==> src/hw/rtl/ppr_pkg.sv <==
// ppr_pkg: shared types, codes and character constants of the pattern-to-regex translator.
// No dependencies; ppr_datapath, ppr_ctrl and prosite_pattern_to_regex refer to it by scoped names.
package ppr_pkg;

  localparam int BUF_DEPTH_DEF = 32;
  localparam int CNT_W         = 16;
  localparam int BCNT_W        = 6;
  localparam int EXT_W         = 7;

  localparam logic [BCNT_W-1:0] BCNT_MAX = 6'd63;
  localparam logic [CNT_W-1:0]  CNT_MAX  = 16'hFFFF;

  localparam logic [7:0] CH_NUL    = 8'h00;
  localparam logic [7:0] CH_CARET  = 8'h5E; // ^
  localparam logic [7:0] CH_DOLLAR = 8'h24; // $
  localparam logic [7:0] CH_BAR    = 8'h7C; // |
  localparam logic [7:0] CH_DOT    = 8'h2E; // .
  localparam logic [7:0] CH_LT     = 8'h3C; // <
  localparam logic [7:0] CH_GT     = 8'h3E; // >
  localparam logic [7:0] CH_LBRK   = 8'h5B; // [
  localparam logic [7:0] CH_RBRK   = 8'h5D; // ]
  localparam logic [7:0] CH_LBRC   = 8'h7B; // {
  localparam logic [7:0] CH_RBRC   = 8'h7D; // }
  localparam logic [7:0] CH_LPAR   = 8'h28; // (
  localparam logic [7:0] CH_RPAR   = 8'h29; // )
  localparam logic [7:0] CH_COMMA  = 8'h2C; // ,
  localparam logic [7:0] CH_DASH   = 8'h2D; // -
  localparam logic [7:0] CH_X      = 8'h78; // x
  localparam logic [7:0] CH_A      = 8'h41;
  localparam logic [7:0] CH_Z      = 8'h5A;
  localparam logic [7:0] CH_J      = 8'h4A;
  localparam logic [7:0] CH_O      = 8'h4F;
  localparam logic [7:0] CH_U      = 8'h55;
  localparam logic [7:0] CH_0      = 8'h30;
  localparam logic [7:0] CH_9      = 8'h39;

  typedef enum logic [3:0] {
    PS_ERR, PS_START, PS_AFTER_CARET, PS_AFTER_DOLLAR,
    PS_BR_OPEN, PS_BR_IN, PS_BR_CTERM,
    PS_NEG_OPEN, PS_NEG_IN,
    PS_REP_OPEN, PS_REP_LO, PS_REP_COMMA, PS_REP_HI,
    PS_ATOM, PS_DONE, PS_BR_DONE
  } parse_state_t;

  typedef enum logic [2:0] {
    CS_IDLE, CS_EMIT2, CS_RD_ISSUE, CS_RD_WAIT, CS_DOLLAR, CS_TERM
  } ctl_state_t;

  typedef enum logic [2:0] {
    PUSH_NONE, PUSH_E0, PUSH_E1, PUSH_BAR, PUSH_MEM, PUSH_DOLLAR, PUSH_TERM
  } push_sel_t;

  typedef struct packed {
    logic      step;   // consume the offered character
    logic      rd;     // read store at replay pointer
    push_sel_t push;   // load output register from this source
  } cmd_t;

  typedef struct packed {
    logic [1:0] emit_cnt;  // characters the offered symbol emits
    logic       replay;    // end marker needs bar, replay and dollar
    logic       more;      // replay pointer below replay length
    logic       slot_free; // output register can take a beat
  } sts_t;

  function automatic logic is_residue(input logic [7:0] c);
    return c >= CH_A && c <= CH_Z && c != CH_J && c != CH_O && c != CH_U;
  endfunction

  function automatic logic is_digit(input logic [7:0] c);
    return c >= CH_0 && c <= CH_9;
  endfunction

endpackage

==> src/hw/rtl/ppr_intf.sv <==
// ppr_intf: valid/ready channel interfaces for pattern characters and regex results.
// Depends on nothing.
interface ppr_pattern_if;
  logic       valid;
  logic       ready;
  logic [7:0] symbol;
  logic       end_of_pattern;
  modport source (output valid, output symbol, output end_of_pattern, input ready);
  modport sink (input valid, input symbol, input end_of_pattern, output ready);
endinterface

interface ppr_regex_if;
  logic        valid;
  logic        ready;
  logic [7:0]  out_char;
  logic        is_last;
  logic        status;
  logic [15:0] error_position;
  modport source (output valid, output out_char, output is_last, output status,
                  output error_position, input ready);
  modport sink (input valid, input out_char, input is_last, input status,
                input error_position, output ready);
endinterface

==> src/hw/rtl/ppr_datapath.sv <==
// ppr_datapath: grammar decode, pattern state, output store and output register.
// Depends on ppr_pkg; driven by ppr_ctrl through cmd_t / sts_t.
module ppr_datapath #(
  parameter int BUF_DEPTH = ppr_pkg::BUF_DEPTH_DEF
) (
  input  logic                clk,
  input  logic                rst,
  input  logic [7:0]          symbol,
  input  ppr_pkg::cmd_t       cmd,
  output ppr_pkg::sts_t       sts,
  output logic                out_valid,
  input  logic                out_ready,
  output logic [7:0]          out_char,
  output logic                is_last,
  output logic                status,
  output logic [15:0]         error_position
);

  localparam int LEN_W  = $clog2(BUF_DEPTH + 1);
  localparam int ADDR_W = $clog2(BUF_DEPTH);

  ppr_pkg::parse_state_t           parse_state;
  logic [ppr_pkg::CNT_W-1:0]       consumed_count;
  logic [ppr_pkg::BCNT_W-1:0]      bracket_chars;
  logic                            cterm_seen;
  logic [LEN_W-1:0]                stored_length;
  logic [LEN_W-1:0]                rd_ptr;
  logic [7:0]                      e1_hold;
  logic [7:0]                      rdata;
  logic [7:0]                      mem [BUF_DEPTH];

  ppr_pkg::parse_state_t nxt;
  logic [1:0]            k;
  logic [7:0]            e0, e1;
  logic                  set_br, set_ct, in_br;
  logic                  fail;
  logic                  accepted;
  logic [LEN_W:0]        fill_sum;
  logic [ppr_pkg::EXT_W-1:0] sl_ext, bc_ext;
  logic [LEN_W-1:0]      keep;
  logic                  we;
  logic [7:0]            wdata;
  logic [7:0]            char_next;

  always_comb begin
    k      = 2'd0;
    e0     = ppr_pkg::CH_NUL;
    e1     = ppr_pkg::CH_NUL;
    nxt    = ppr_pkg::PS_ERR;
    set_br = 1'b0;
    set_ct = 1'b0;
    in_br  = 1'b0;
    unique case (parse_state)
      ppr_pkg::PS_START, ppr_pkg::PS_AFTER_CARET: begin
        if (symbol == ppr_pkg::CH_LT) begin
          if (parse_state == ppr_pkg::PS_START) begin
            k  = 2'd1;
            e0 = ppr_pkg::CH_CARET;
          end
          nxt = ppr_pkg::PS_AFTER_CARET;
        end else if (symbol == ppr_pkg::CH_LBRK) begin
          k = 2'd1; e0 = ppr_pkg::CH_LBRK; nxt = ppr_pkg::PS_BR_OPEN; set_br = 1'b1;
        end else if (symbol == ppr_pkg::CH_LBRC) begin
          k = 2'd2; e0 = ppr_pkg::CH_LBRK; e1 = ppr_pkg::CH_CARET;
          nxt = ppr_pkg::PS_NEG_OPEN;
        end else if (symbol == ppr_pkg::CH_X) begin
          k = 2'd1; e0 = ppr_pkg::CH_DOT; nxt = ppr_pkg::PS_ATOM;
        end else if (ppr_pkg::is_residue(symbol)) begin
          k = 2'd1; e0 = symbol; nxt = ppr_pkg::PS_ATOM;
        end
      end
      ppr_pkg::PS_ATOM: begin
        if (symbol == ppr_pkg::CH_DOT) begin
          nxt = ppr_pkg::PS_DONE;
        end else if (symbol == ppr_pkg::CH_DASH) begin
          nxt = ppr_pkg::PS_START;
        end else if (symbol == ppr_pkg::CH_LPAR) begin
          k = 2'd1; e0 = ppr_pkg::CH_LBRC; nxt = ppr_pkg::PS_REP_OPEN;
        end else if (symbol == ppr_pkg::CH_GT) begin
          k = 2'd1; e0 = ppr_pkg::CH_DOLLAR; nxt = ppr_pkg::PS_AFTER_DOLLAR;
        end
      end
      ppr_pkg::PS_AFTER_DOLLAR: begin
        if (symbol == ppr_pkg::CH_DOT) nxt = ppr_pkg::PS_DONE;
        else if (symbol == ppr_pkg::CH_GT) nxt = ppr_pkg::PS_AFTER_DOLLAR;
      end
      ppr_pkg::PS_BR_OPEN, ppr_pkg::PS_BR_IN, ppr_pkg::PS_BR_CTERM: begin
        in_br = 1'b1;
        if (symbol == ppr_pkg::CH_GT) begin
          set_ct = 1'b1; nxt = ppr_pkg::PS_BR_CTERM;
        end else if (ppr_pkg::is_residue(symbol)) begin
          k  = 2'd1;
          e0 = symbol;
          nxt = (parse_state == ppr_pkg::PS_BR_OPEN) ? ppr_pkg::PS_BR_IN : parse_state;
        end else if (symbol == ppr_pkg::CH_RBRK && parse_state != ppr_pkg::PS_BR_OPEN) begin
          k  = 2'd1;
          e0 = ppr_pkg::CH_RBRK;
          nxt = (parse_state == ppr_pkg::PS_BR_CTERM) ? ppr_pkg::PS_BR_DONE
                                                       : ppr_pkg::PS_ATOM;
        end
      end
      ppr_pkg::PS_BR_DONE: begin
        if (symbol == ppr_pkg::CH_DOT) nxt = ppr_pkg::PS_DONE;
      end
      ppr_pkg::PS_NEG_OPEN, ppr_pkg::PS_NEG_IN: begin
        if (ppr_pkg::is_residue(symbol)) begin
          k = 2'd1; e0 = symbol; nxt = ppr_pkg::PS_NEG_IN;
        end else if (symbol == ppr_pkg::CH_RBRC && parse_state == ppr_pkg::PS_NEG_IN) begin
          k = 2'd1; e0 = ppr_pkg::CH_RBRK; nxt = ppr_pkg::PS_ATOM;
        end
      end
      ppr_pkg::PS_REP_OPEN, ppr_pkg::PS_REP_COMMA: begin
        if (ppr_pkg::is_digit(symbol)) begin
          k  = 2'd1;
          e0 = symbol;
          nxt = (parse_state == ppr_pkg::PS_REP_OPEN) ? ppr_pkg::PS_REP_LO
                                                       : ppr_pkg::PS_REP_HI;
        end
      end
      ppr_pkg::PS_REP_LO, ppr_pkg::PS_REP_HI: begin
        if (ppr_pkg::is_digit(symbol)) begin
          k = 2'd1; e0 = symbol; nxt = parse_state;
        end else if (symbol == ppr_pkg::CH_RPAR) begin
          k = 2'd1; e0 = ppr_pkg::CH_RBRC; nxt = ppr_pkg::PS_ATOM;
        end else if (symbol == ppr_pkg::CH_COMMA && parse_state == ppr_pkg::PS_REP_LO) begin
          k = 2'd1; e0 = ppr_pkg::CH_COMMA; nxt = ppr_pkg::PS_REP_COMMA;
        end
      end
      ppr_pkg::PS_ERR, ppr_pkg::PS_DONE: begin
      end
    endcase
  end

  assign fill_sum = (LEN_W+1)'(stored_length) + (LEN_W+1)'(k);
  assign fail     = nxt == ppr_pkg::PS_ERR || fill_sum > (LEN_W+1)'(BUF_DEPTH);
  assign accepted = parse_state != ppr_pkg::PS_ERR && !fail;

  assign sl_ext = ppr_pkg::EXT_W'(stored_length);
  assign bc_ext = ppr_pkg::EXT_W'(bracket_chars);
  assign keep   = (sl_ext > bc_ext) ? LEN_W'(sl_ext - bc_ext) : '0;

  assign sts.emit_cnt  = accepted ? k : 2'd0;
  assign sts.replay    = cterm_seen && (parse_state == ppr_pkg::PS_DONE ||
                                        parse_state == ppr_pkg::PS_BR_DONE);
  assign sts.more      = rd_ptr < keep;
  assign sts.slot_free = !out_valid || out_ready;

  // store write: first character on the step, second on its own beat
  assign we    = (cmd.step && accepted && k != 2'd0) || cmd.push == ppr_pkg::PUSH_E1;
  assign wdata = (cmd.push == ppr_pkg::PUSH_E1) ? e1_hold : e0;

  always_ff @(posedge clk) begin
    if (we) mem[stored_length[ADDR_W-1:0]] <= wdata;
    if (cmd.rd) rdata <= mem[rd_ptr[ADDR_W-1:0]];
    if (cmd.step) e1_hold <= e1;
  end

  always_ff @(posedge clk) begin
    if (rst || cmd.push == ppr_pkg::PUSH_TERM) begin
      parse_state    <= ppr_pkg::PS_START;
      consumed_count <= '0;
      bracket_chars  <= '0;
      cterm_seen     <= 1'b0;
      stored_length  <= '0;
      rd_ptr         <= '0;
    end else begin
      if (cmd.step && parse_state != ppr_pkg::PS_ERR) begin
        if (consumed_count != ppr_pkg::CNT_MAX) consumed_count <= consumed_count + 1'b1;
        if (fail) begin
          parse_state <= ppr_pkg::PS_ERR;
        end else begin
          parse_state <= nxt;
          if (set_ct) cterm_seen <= 1'b1;
          if (set_br) begin
            bracket_chars <= ppr_pkg::BCNT_W'(1);
          end else if (in_br && k != 2'd0 && bracket_chars < ppr_pkg::BCNT_MAX) begin
            bracket_chars <= bracket_chars + ppr_pkg::BCNT_W'(k);
          end
          if (k != 2'd0) stored_length <= stored_length + 1'b1;
        end
      end
      if (cmd.push == ppr_pkg::PUSH_E1) stored_length <= stored_length + 1'b1;
      if (cmd.push == ppr_pkg::PUSH_MEM) rd_ptr <= rd_ptr + 1'b1;
    end
  end

  always_comb begin
    unique case (cmd.push)
      ppr_pkg::PUSH_E0:     char_next = e0;
      ppr_pkg::PUSH_E1:     char_next = e1_hold;
      ppr_pkg::PUSH_BAR:    char_next = ppr_pkg::CH_BAR;
      ppr_pkg::PUSH_MEM:    char_next = rdata;
      ppr_pkg::PUSH_DOLLAR: char_next = ppr_pkg::CH_DOLLAR;
      default:              char_next = ppr_pkg::CH_NUL;
    endcase
  end

  always_ff @(posedge clk) begin
    if (rst) begin
      out_valid <= 1'b0;
    end else if (cmd.push != ppr_pkg::PUSH_NONE) begin
      out_valid <= 1'b1;
    end else if (out_ready) begin
      out_valid <= 1'b0;
    end
  end

  always_ff @(posedge clk) begin
    if (cmd.push != ppr_pkg::PUSH_NONE) begin
      out_char <= char_next;
      is_last  <= cmd.push == ppr_pkg::PUSH_TERM;
      if (cmd.push == ppr_pkg::PUSH_TERM && !(parse_state == ppr_pkg::PS_ATOM ||
          parse_state == ppr_pkg::PS_DONE || parse_state == ppr_pkg::PS_BR_DONE)) begin
        status         <= 1'b1;
        error_position <= consumed_count;
      end else begin
        status         <= 1'b0;
        error_position <= '0;
      end
    end
  end

endmodule

==> src/hw/rtl/ppr_ctrl.sv <==
// ppr_ctrl: sequencer for character steps, second emitted character and end-marker replay.
// Depends on ppr_pkg; commands ppr_datapath.
module ppr_ctrl (
  input  logic          clk,
  input  logic          rst,
  input  logic          in_valid,
  input  logic          in_end,
  output logic          in_ready,
  output ppr_pkg::cmd_t cmd,
  input  ppr_pkg::sts_t sts
);

  ppr_pkg::ctl_state_t state, state_next;

  always_ff @(posedge clk) begin
    if (rst) state <= ppr_pkg::CS_IDLE;
    else     state <= state_next;
  end

  always_comb begin
    state_next = state;
    in_ready   = 1'b0;
    cmd.step   = 1'b0;
    cmd.rd     = 1'b0;
    cmd.push   = ppr_pkg::PUSH_NONE;
    unique case (state)
      ppr_pkg::CS_IDLE: begin
        in_ready = sts.slot_free;
        if (in_valid && sts.slot_free) begin
          if (in_end) begin
            if (sts.replay) begin
              cmd.push   = ppr_pkg::PUSH_BAR;
              state_next = ppr_pkg::CS_RD_ISSUE;
            end else begin
              state_next = ppr_pkg::CS_TERM;
            end
          end else begin
            cmd.step = 1'b1;
            if (sts.emit_cnt != 2'd0) cmd.push = ppr_pkg::PUSH_E0;
            if (sts.emit_cnt == 2'd2) state_next = ppr_pkg::CS_EMIT2;
          end
        end
      end
      ppr_pkg::CS_EMIT2: begin
        if (sts.slot_free) begin
          cmd.push   = ppr_pkg::PUSH_E1;
          state_next = ppr_pkg::CS_IDLE;
        end
      end
      ppr_pkg::CS_RD_ISSUE: begin
        if (sts.more) begin
          cmd.rd     = 1'b1;
          state_next = ppr_pkg::CS_RD_WAIT;
        end else begin
          state_next = ppr_pkg::CS_DOLLAR;
        end
      end
      ppr_pkg::CS_RD_WAIT: begin
        if (sts.slot_free) begin
          cmd.push   = ppr_pkg::PUSH_MEM;
          state_next = ppr_pkg::CS_RD_ISSUE;
        end
      end
      ppr_pkg::CS_DOLLAR: begin
        if (sts.slot_free) begin
          cmd.push   = ppr_pkg::PUSH_DOLLAR;
          state_next = ppr_pkg::CS_TERM;
        end
      end
      ppr_pkg::CS_TERM: begin
        if (sts.slot_free) begin
          cmd.push   = ppr_pkg::PUSH_TERM;
          state_next = ppr_pkg::CS_IDLE;
        end
      end
      default: state_next = ppr_pkg::CS_IDLE;
    endcase
  end

endmodule

==> src/hw/rtl/prosite_pattern_to_regex.sv <==
// prosite_pattern_to_regex: top level of the motif pattern to regex translator.
// Depends on ppr_pkg, ppr_intf, ppr_ctrl and ppr_datapath.
//
//  channel   dir  beat payload                                   handshake
//  pattern   in   symbol[7:0], end_of_pattern                    valid/ready
//  regex     out  out_char[7:0], is_last, status, error_position valid/ready
//
// A '{' emits two characters; the second goes out from state CS_EMIT2.
// The end marker sends the terminator, after a bar, the replayed characters
// and '$' if a '>' sat in the final class; replay reads are registered.
// Reset is synchronous; the output store is not cleared and needs no sweep.
// A stalled regex beat holds in the output register; pattern is taken only
// while that register is empty or being drained.
module prosite_pattern_to_regex #(
  parameter int BUF_DEPTH = ppr_pkg::BUF_DEPTH_DEF
) (
  input logic            clk,
  input logic            rst,
  ppr_pattern_if.sink    pattern,
  ppr_regex_if.source    regex
);

  ppr_pkg::cmd_t cmd;
  ppr_pkg::sts_t sts;

  ppr_ctrl u_ctrl (
    .clk      (clk),
    .rst      (rst),
    .in_valid (pattern.valid),
    .in_end   (pattern.end_of_pattern),
    .in_ready (pattern.ready),
    .cmd      (cmd),
    .sts      (sts)
  );

  ppr_datapath #(
    .BUF_DEPTH (BUF_DEPTH)
  ) u_dp (
    .clk            (clk),
    .rst            (rst),
    .symbol         (pattern.symbol),
    .cmd            (cmd),
    .sts            (sts),
    .out_valid      (regex.valid),
    .out_ready      (regex.ready),
    .out_char       (regex.out_char),
    .is_last        (regex.is_last),
    .status         (regex.status),
    .error_position (regex.error_position)
  );

endmodule

==> src/flat_wrapper.sv <==
// flat-port wrapper written by rule: the top's interface ports become plain ports
module prosite_pattern_to_regex_flat 
#(
  parameter int BUF_DEPTH = ppr_pkg::BUF_DEPTH_DEF
)
  (clk, rst, pattern_valid, pattern_symbol, pattern_end_of_pattern, pattern_ready, regex_valid, regex_out_char, regex_is_last, regex_status, regex_error_position, regex_ready);
  ppr_pattern_if pattern_i ();
  ppr_regex_if regex_i ();
  input logic clk;
  input logic rst;
  input wire logic [$bits(pattern_i.valid)-1:0] pattern_valid;
  input wire logic [$bits(pattern_i.symbol)-1:0] pattern_symbol;
  input wire logic [$bits(pattern_i.end_of_pattern)-1:0] pattern_end_of_pattern;
  output wire logic [$bits(pattern_i.ready)-1:0] pattern_ready;
  output wire logic [$bits(regex_i.valid)-1:0] regex_valid;
  output wire logic [$bits(regex_i.out_char)-1:0] regex_out_char;
  output wire logic [$bits(regex_i.is_last)-1:0] regex_is_last;
  output wire logic [$bits(regex_i.status)-1:0] regex_status;
  output wire logic [$bits(regex_i.error_position)-1:0] regex_error_position;
  input wire logic [$bits(regex_i.ready)-1:0] regex_ready;
  assign pattern_i.valid = pattern_valid;
  assign pattern_i.symbol = pattern_symbol;
  assign pattern_i.end_of_pattern = pattern_end_of_pattern;
  assign pattern_ready = pattern_i.ready;
  assign regex_valid = regex_i.valid;
  assign regex_out_char = regex_i.out_char;
  assign regex_is_last = regex_i.is_last;
  assign regex_status = regex_i.status;
  assign regex_error_position = regex_i.error_position;
  assign regex_i.ready = regex_ready;
  prosite_pattern_to_regex #(.BUF_DEPTH(BUF_DEPTH)) u_core (.clk(clk), .rst(rst), .pattern(pattern_i), .regex(regex_i));
endmodule
==> config.mk <==
export PLATFORM = sky130hd
export DESIGN_NAME = prosite_pattern_to_regex_flat
export DESIGN_NICKNAME = d
export VERILOG_FILES = /design/src/hw/rtl/ppr_pkg.sv /design/src/hw/rtl/ppr_intf.sv /design/src/hw/rtl/ppr_datapath.sv /design/src/hw/rtl/ppr_ctrl.sv /design/src/hw/rtl/prosite_pattern_to_regex.sv /design/src/flat_wrapper.sv
export SDC_FILE = /design/constraint.sdc
export NUM_CORES = 1
export LEC_CHECK = 0
export ABC_AREA = 1
export BUFFER_PORTS_ARGS = -buffer_cell sky130_fd_sc_hd__buf_2
export CELL_PAD_IN_SITES_DETAIL_PLACEMENT = 1
export CELL_PAD_IN_SITES_GLOBAL_PLACEMENT = 2
export CORE_MARGIN = 2
export CORE_UTILIZATION = 46
export CTS_BUF_LIST = sky130_fd_sc_hd__clkbuf_8
export DETAILED_ROUTE_END_ITERATION = 7
export PLACE_DENSITY = 0.84
export SLEW_MARGIN = 5
export SYNTH_ARGS = -nofsm -noshare
export SYNTH_HDL_FRONTEND = slang
export SYNTH_HIERARCHICAL = 1
export SYNTH_SLANG_ARGS = --single-unit
export TNS_END_PERCENT = 5
==> constraint.sdc <==
create_clock -name clk -period 9 [get_ports clk]
set_input_delay 0.45 -clock clk [delete_from_list [all_inputs] [get_ports clk]]
set_output_delay 0.45 -clock clk [all_outputs]
set_load 0.005 [all_outputs]
==> metrics.md <==
| Metric | Value |
|---|---|
| Clock latency reported for the late side of the worst-skew pair | `slightly above 0.6 ns` |
| Power share of the combinational group | `a little over a tenth` |
| Switching power as a share of total power | `approximately 27%` |
| Post-detailed-route count of antenna-violating nets | `0` |
| Via-to-Cell Ratio | `approximately 5.6` |
| Count of final setup violators | `0` |
| Clock buffer depth | `3` |
| Part of the total power dissipated in the clock network | `between 30% and 40%` |
| NetSw | `roughly 0.0009 W` |
| IO buf count | `40` |
| Core Area | `32600 um^2` |
| Vias in the first global route | `around 12000` |
| Maximum fanout encountered on the critical timing path | `36` |
| Run status | `complete, no violations` |
| GR Util met1 | `between 30 and 40%` |
| Placement row count | `between 60 and 70` |
| Antenna diode instance count | `0` |
| Clock-pin slew on the worst setup and hold paths | `0.06 ns` |
| Setup repair after global routing missed its margin | `false` |
| Total power density per cell area | `between 150 and 200 nW/um^2` |
| DRC violation count after routing | `0` |
| Clock Skew | `0.0168 ns` |
| Number of synthesized register bits | `between 300 and 400` |
| Die X | `between 150 and 200 um` |
| Worst hold path type | `in2reg` |
| Setup fix buffers added after clock tree synthesis | `0` |
| Endpoints failing hold | `0` |
| IO Pins | `just over 40` |
| Floorplan die height | `~190 um` |
| Final worst slack | `~3 ns` |
| Gr usage total | `a little over a quarter` |
| Synth top area share | `57.1%` |
| Async set-or-reset flop fraction in the synthesized netlist | `0%` |
| Worst setup path start | `u_core/u_dp/parse_state[2]$_SDFFE_PP0P_` |
| Pin count of the biggest net entering global routing | `~100` |
| Worst slack after detailed placement | `between 2 and 3 ns` |
| Number of buffers inserted for hold repair after clock tree synthesis | `0` |
| Reported leakage power | `6.22 nW` |
| Via count of the routed design | `between 10000 and 15000` |
| Cell type contributing the most total cell area after synthesis | `sky130_fd_sc_hd__edfxtp_1` |
| Layout cell share with drive strength beyond 1 | `a little over a tenth` |
| P&R area growth vs syn | `11.3%` |
| Top cells by area in the synthesized netlist | `sky130_fd_sc_hd__edfxtp_1 57%, sky130_fd_sc_hd__nor2_1 5.8%, sky130_fd_sc_hd__o21ai_0 5.7%` |
| Unique cell type count in the Yosys netlist | `47` |
| Antenna violations before repair | `0` |
| Leading cell types in the layout, fill and taps excluded | `291 x sky130_fd_sc_hd__edfxtp_1, 233 x sky130_fd_sc_hd__nor2_1, 183 x sky130_fd_sc_hd__nand2_1, 172 x sky130_fd_sc_hd__o21ai_0, 129 x sky130_fd_sc_hd__inv_1` |
| Weighted congestion at the end of routability-driven global placement | `0.882` |
| Launch point of the worst hold path | `rst` |
| Global-route wire length before repair | `between 70000 and 80000 um` |
| Internal portion of total power | `0.00244 W` |
| Dominant synthesized flop cell | `sky130_fd_sc_hd__edfxtp_1` |
| Average size of a mapped cell | `roughly 10 um^2` |
| Post-route minimum period | `between 6 and 7 ns` |
| Worst hold slack after final layout | `between 0.08 and 0.09 ns` |
| H-tree depth | `2` |
| Classification of the worst setup path | `reg2reg` |
| Slew HR | `roughly 23%` |
| Met2 track utilization from global routing | `between 40% and 50%` |
| Slew Limit Fails | `0` |
| Sequential fraction of design power | `between 50% and 60%` |
| Root buffer cell | `sky130_fd_sc_hd__clkbuf_8` |
| Drt first pass iters | `5` |
| Final Cycle Share | `about 67%` |
| Syn Std Cell Area | `about 15000 um^2` |
| Layout fillers | `approximately 3600` |
| Worst Tran Pin Value | `approximately 1.2 ns` |
| Initial core utilization | `between 40% and 50%` |
| Clk sinks | `between 300 and 400` |
| Global-route layer with the greatest usage | `met2` |
| Total negative slack for setup checks | `0 ns` |
| Number of maximum-capacitance constraint violations | `0` |
| Number of instances in the synthesized netlist | `about 1500` |
| HPWL reported at the end of detailed placement | `30400 um` |
| Yosys Warn Count | `6` |
| Final routed wire length divided by cell count | `approximately 22 um` |
| CTS buffer count | `55` |
| Most common cell after layout, fill and taps aside | `sky130_fd_sc_hd__edfxtp_1` |
| CTS tree | `done` |
| Leftover overflow at the end of global routing | `0` |
| CP Launch Type | `flip-flop` |
| Number of nets in the final layout | `1609` |
| Number of flops mapped to enable cells by yosys | `between 200 and 300` |
| Resize count post-CTS | `0` |
| Launch point of the worst reg-to-reg path | `u_core/u_dp/parse_state[2]$_SDFFE_PP0P_` |
| Sequential element share of the synthesized area | `62.7%` |
| Die area | `approximately 35000 um^2` |
| Worst voltage drop across the vdd grid | `roughly 0.13 mV` |
| Arrival time of the worst setup path | `approximately 6.2 ns` |
| Required time at the endpoint of the critical path | `~9.2 ns` |
| Total detailed-routing wirelength | `roughly 46000 um` |
| Max Clk Rate | `about 0.17 GHz` |
| Initial detailed-routing violation count | `around 800` |
| GR Layer Usage met3 | `roughly 3.7%` |
| Endpoint class of the critical path | `flip-flop` |
-- critical path, cell delays in order (launching register included) --
cell                      delay, ns
sky130_fd_sc_hd__dfxtp_1       0.46
sky130_fd_sc_hd__inv_1         0.09
sky130_fd_sc_hd__nor2_1        0.18
sky130_fd_sc_hd__inv_1         0.11
sky130_fd_sc_hd__o22ai_1       0.51
sky130_fd_sc_hd__nand2_1       0.17
sky130_fd_sc_hd__nand3_1       0.14
sky130_fd_sc_hd__nor2_2        0.07
sky130_fd_sc_hd__inv_1         0.08
sky130_fd_sc_hd__ha_1          0.16
sky130_fd_sc_hd__inv_1         0.05
sky130_fd_sc_hd__fa_1          0.40
sky130_fd_sc_hd__nor2_1        0.17
sky130_fd_sc_hd__inv_1         0.07
sky130_fd_sc_hd__nor3_1        0.17
sky130_fd_sc_hd__a21oi_2       0.10
sky130_fd_sc_hd__nand2_2       0.14
sky130_fd_sc_hd__nor2_1        0.07
sky130_fd_sc_hd__o31ai_1       0.26
sky130_fd_sc_hd__o21ai_1       0.17
sky130_fd_sc_hd__nor3_1        0.20
sky130_fd_sc_hd__buf_4         0.23
sky130_fd_sc_hd__inv_1         0.17
sky130_fd_sc_hd__nand2_4       0.14
sky130_fd_sc_hd__nand2_4       0.32
sky130_fd_sc_hd__nor3_1        0.97
-- logic make-up after synthesis --
kind of cell	count (synthesis)	synth area share, %
other	1	0.0245
and+or+nand+nor	606	17.1
AOI/OAI and AO/OA	341	12.8
DFF	334	62.7
buffers and inverters	186	4.83
adders and majority gates	24	2.11
xor gates and xnor gates	6	0.343
-- registers in the layout (all words and copies together) (netlist names) --
register / cells
u_core/u_ctrl/state: 3
u_core/u_dp/bracket_chars: 6
u_core/u_dp/consumed_count: 16
u_core/u_dp/cterm_seen: 1
u_core/u_dp/e1_hold: 1
u_core/u_dp/error_position: 16
u_core/u_dp/is_last: 1
u_core/u_dp/mem: 256
u_core/u_dp/out_char: 8
u_core/u_dp/out_valid: 1
u_core/u_dp/parse_state: 4
u_core/u_dp/rd_ptr: 6
u_core/u_dp/rdata: 8
u_core/u_dp/status: 1
u_core/u_dp/stored_length: 6
-- synthesized netlist by cell type, types with 7 or more instances --
| cell type | n |
|---|---|
| sky130_fd_sc_hd__ha_1 | 21 |
| sky130_fd_sc_hd__nand2_2 | 8 |
| sky130_fd_sc_hd__nor2_1 | 235 |
| sky130_fd_sc_hd__nor3_1 | 53 |
| sky130_fd_sc_hd__o21ai_0 | 174 |
| sky130_fd_sc_hd__inv_2 | 7 |
| sky130_fd_sc_hd__nand2_1 | 186 |
| sky130_fd_sc_hd__inv_1 | 109 |
| sky130_fd_sc_hd__o211ai_1 | 16 |
| sky130_fd_sc_hd__nand4_1 | 28 |
| sky130_fd_sc_hd__edfxtp_1 | 291 |
| sky130_fd_sc_hd__dfxtp_1 | 43 |
| sky130_fd_sc_hd__clkbuf_1 | 54 |
| sky130_fd_sc_hd__o22ai_1 | 45 |
| sky130_fd_sc_hd__o221ai_1 | 20 |
| sky130_fd_sc_hd__a21oi_1 | 55 |
| sky130_fd_sc_hd__nand3_1 | 75 |
-- per-layer routing --
layer | up-vias | share of wire (%)
li1 | 5468 | -
met1 | 5676 | 43
met2 | 341 | 49
met3 | 96 | 4.8
met4 | 0 | 3.5
met5 | - | 0
-- cell type report --
cell class / instances / area, um^2 / share of cell area, %
Clock buffer: 56 / 771 / 4.53
Tap cell: 442 / 553 / 3.25
Timing Repair Buffer: 50 / 275 / 1.62
Multi-Input combinational cell: 1009 / 5120 / 30.1
Sequential cell: 334 / 9600 / 56.4
Clock inverter: 47 / 240 / 1.41
Inverter: 122 / 459 / 2.70
-- through the flow --
stage	util [%]	std cells	power, W	area, um^2
2_1_floorplan	-	1529	0.00199	15400
3_3_place_gp	49.1	1957	0.00214	16000
3_5_place_dp	49.1	1957	0.00215	16000
4_1_cts	52.2	2060	0.00336	17000
5_1_grt	52.2	2060	0.00347	17000
6_report	52.2	2060	0.00333	17000
-- power groups by stage --
stage	clock network, W	logic [W]	registers (W)
CTS	0.00125	0.000357	0.00176
global placement	0	0.000351	0.00179
global route	0.00132	0.000391	0.00176
finish	0.00122	0.000357	0.00176
detailed placement	0	0.000357	0.00179
floorplan	0	0.000203	0.00178
-- path summary, 6_finish.rpt --
kind,end,slack (ns),cells after the start
worst max-delay path,u_core/u_dp/mem[3][3]$_DFFE_PP_,2.99,25
worst min-delay path,u_core/u_ctrl/state[2]$_SDFFE_PP0P_,0.09,2
worst min register to register,u_core/u_dp/cterm_seen$_SDFFE_PP0P_,0.46,2
worst max register to register,u_core/u_dp/mem[3][3]$_DFFE_PP_,2.99,25
Power figures use the tool's default switching activity.
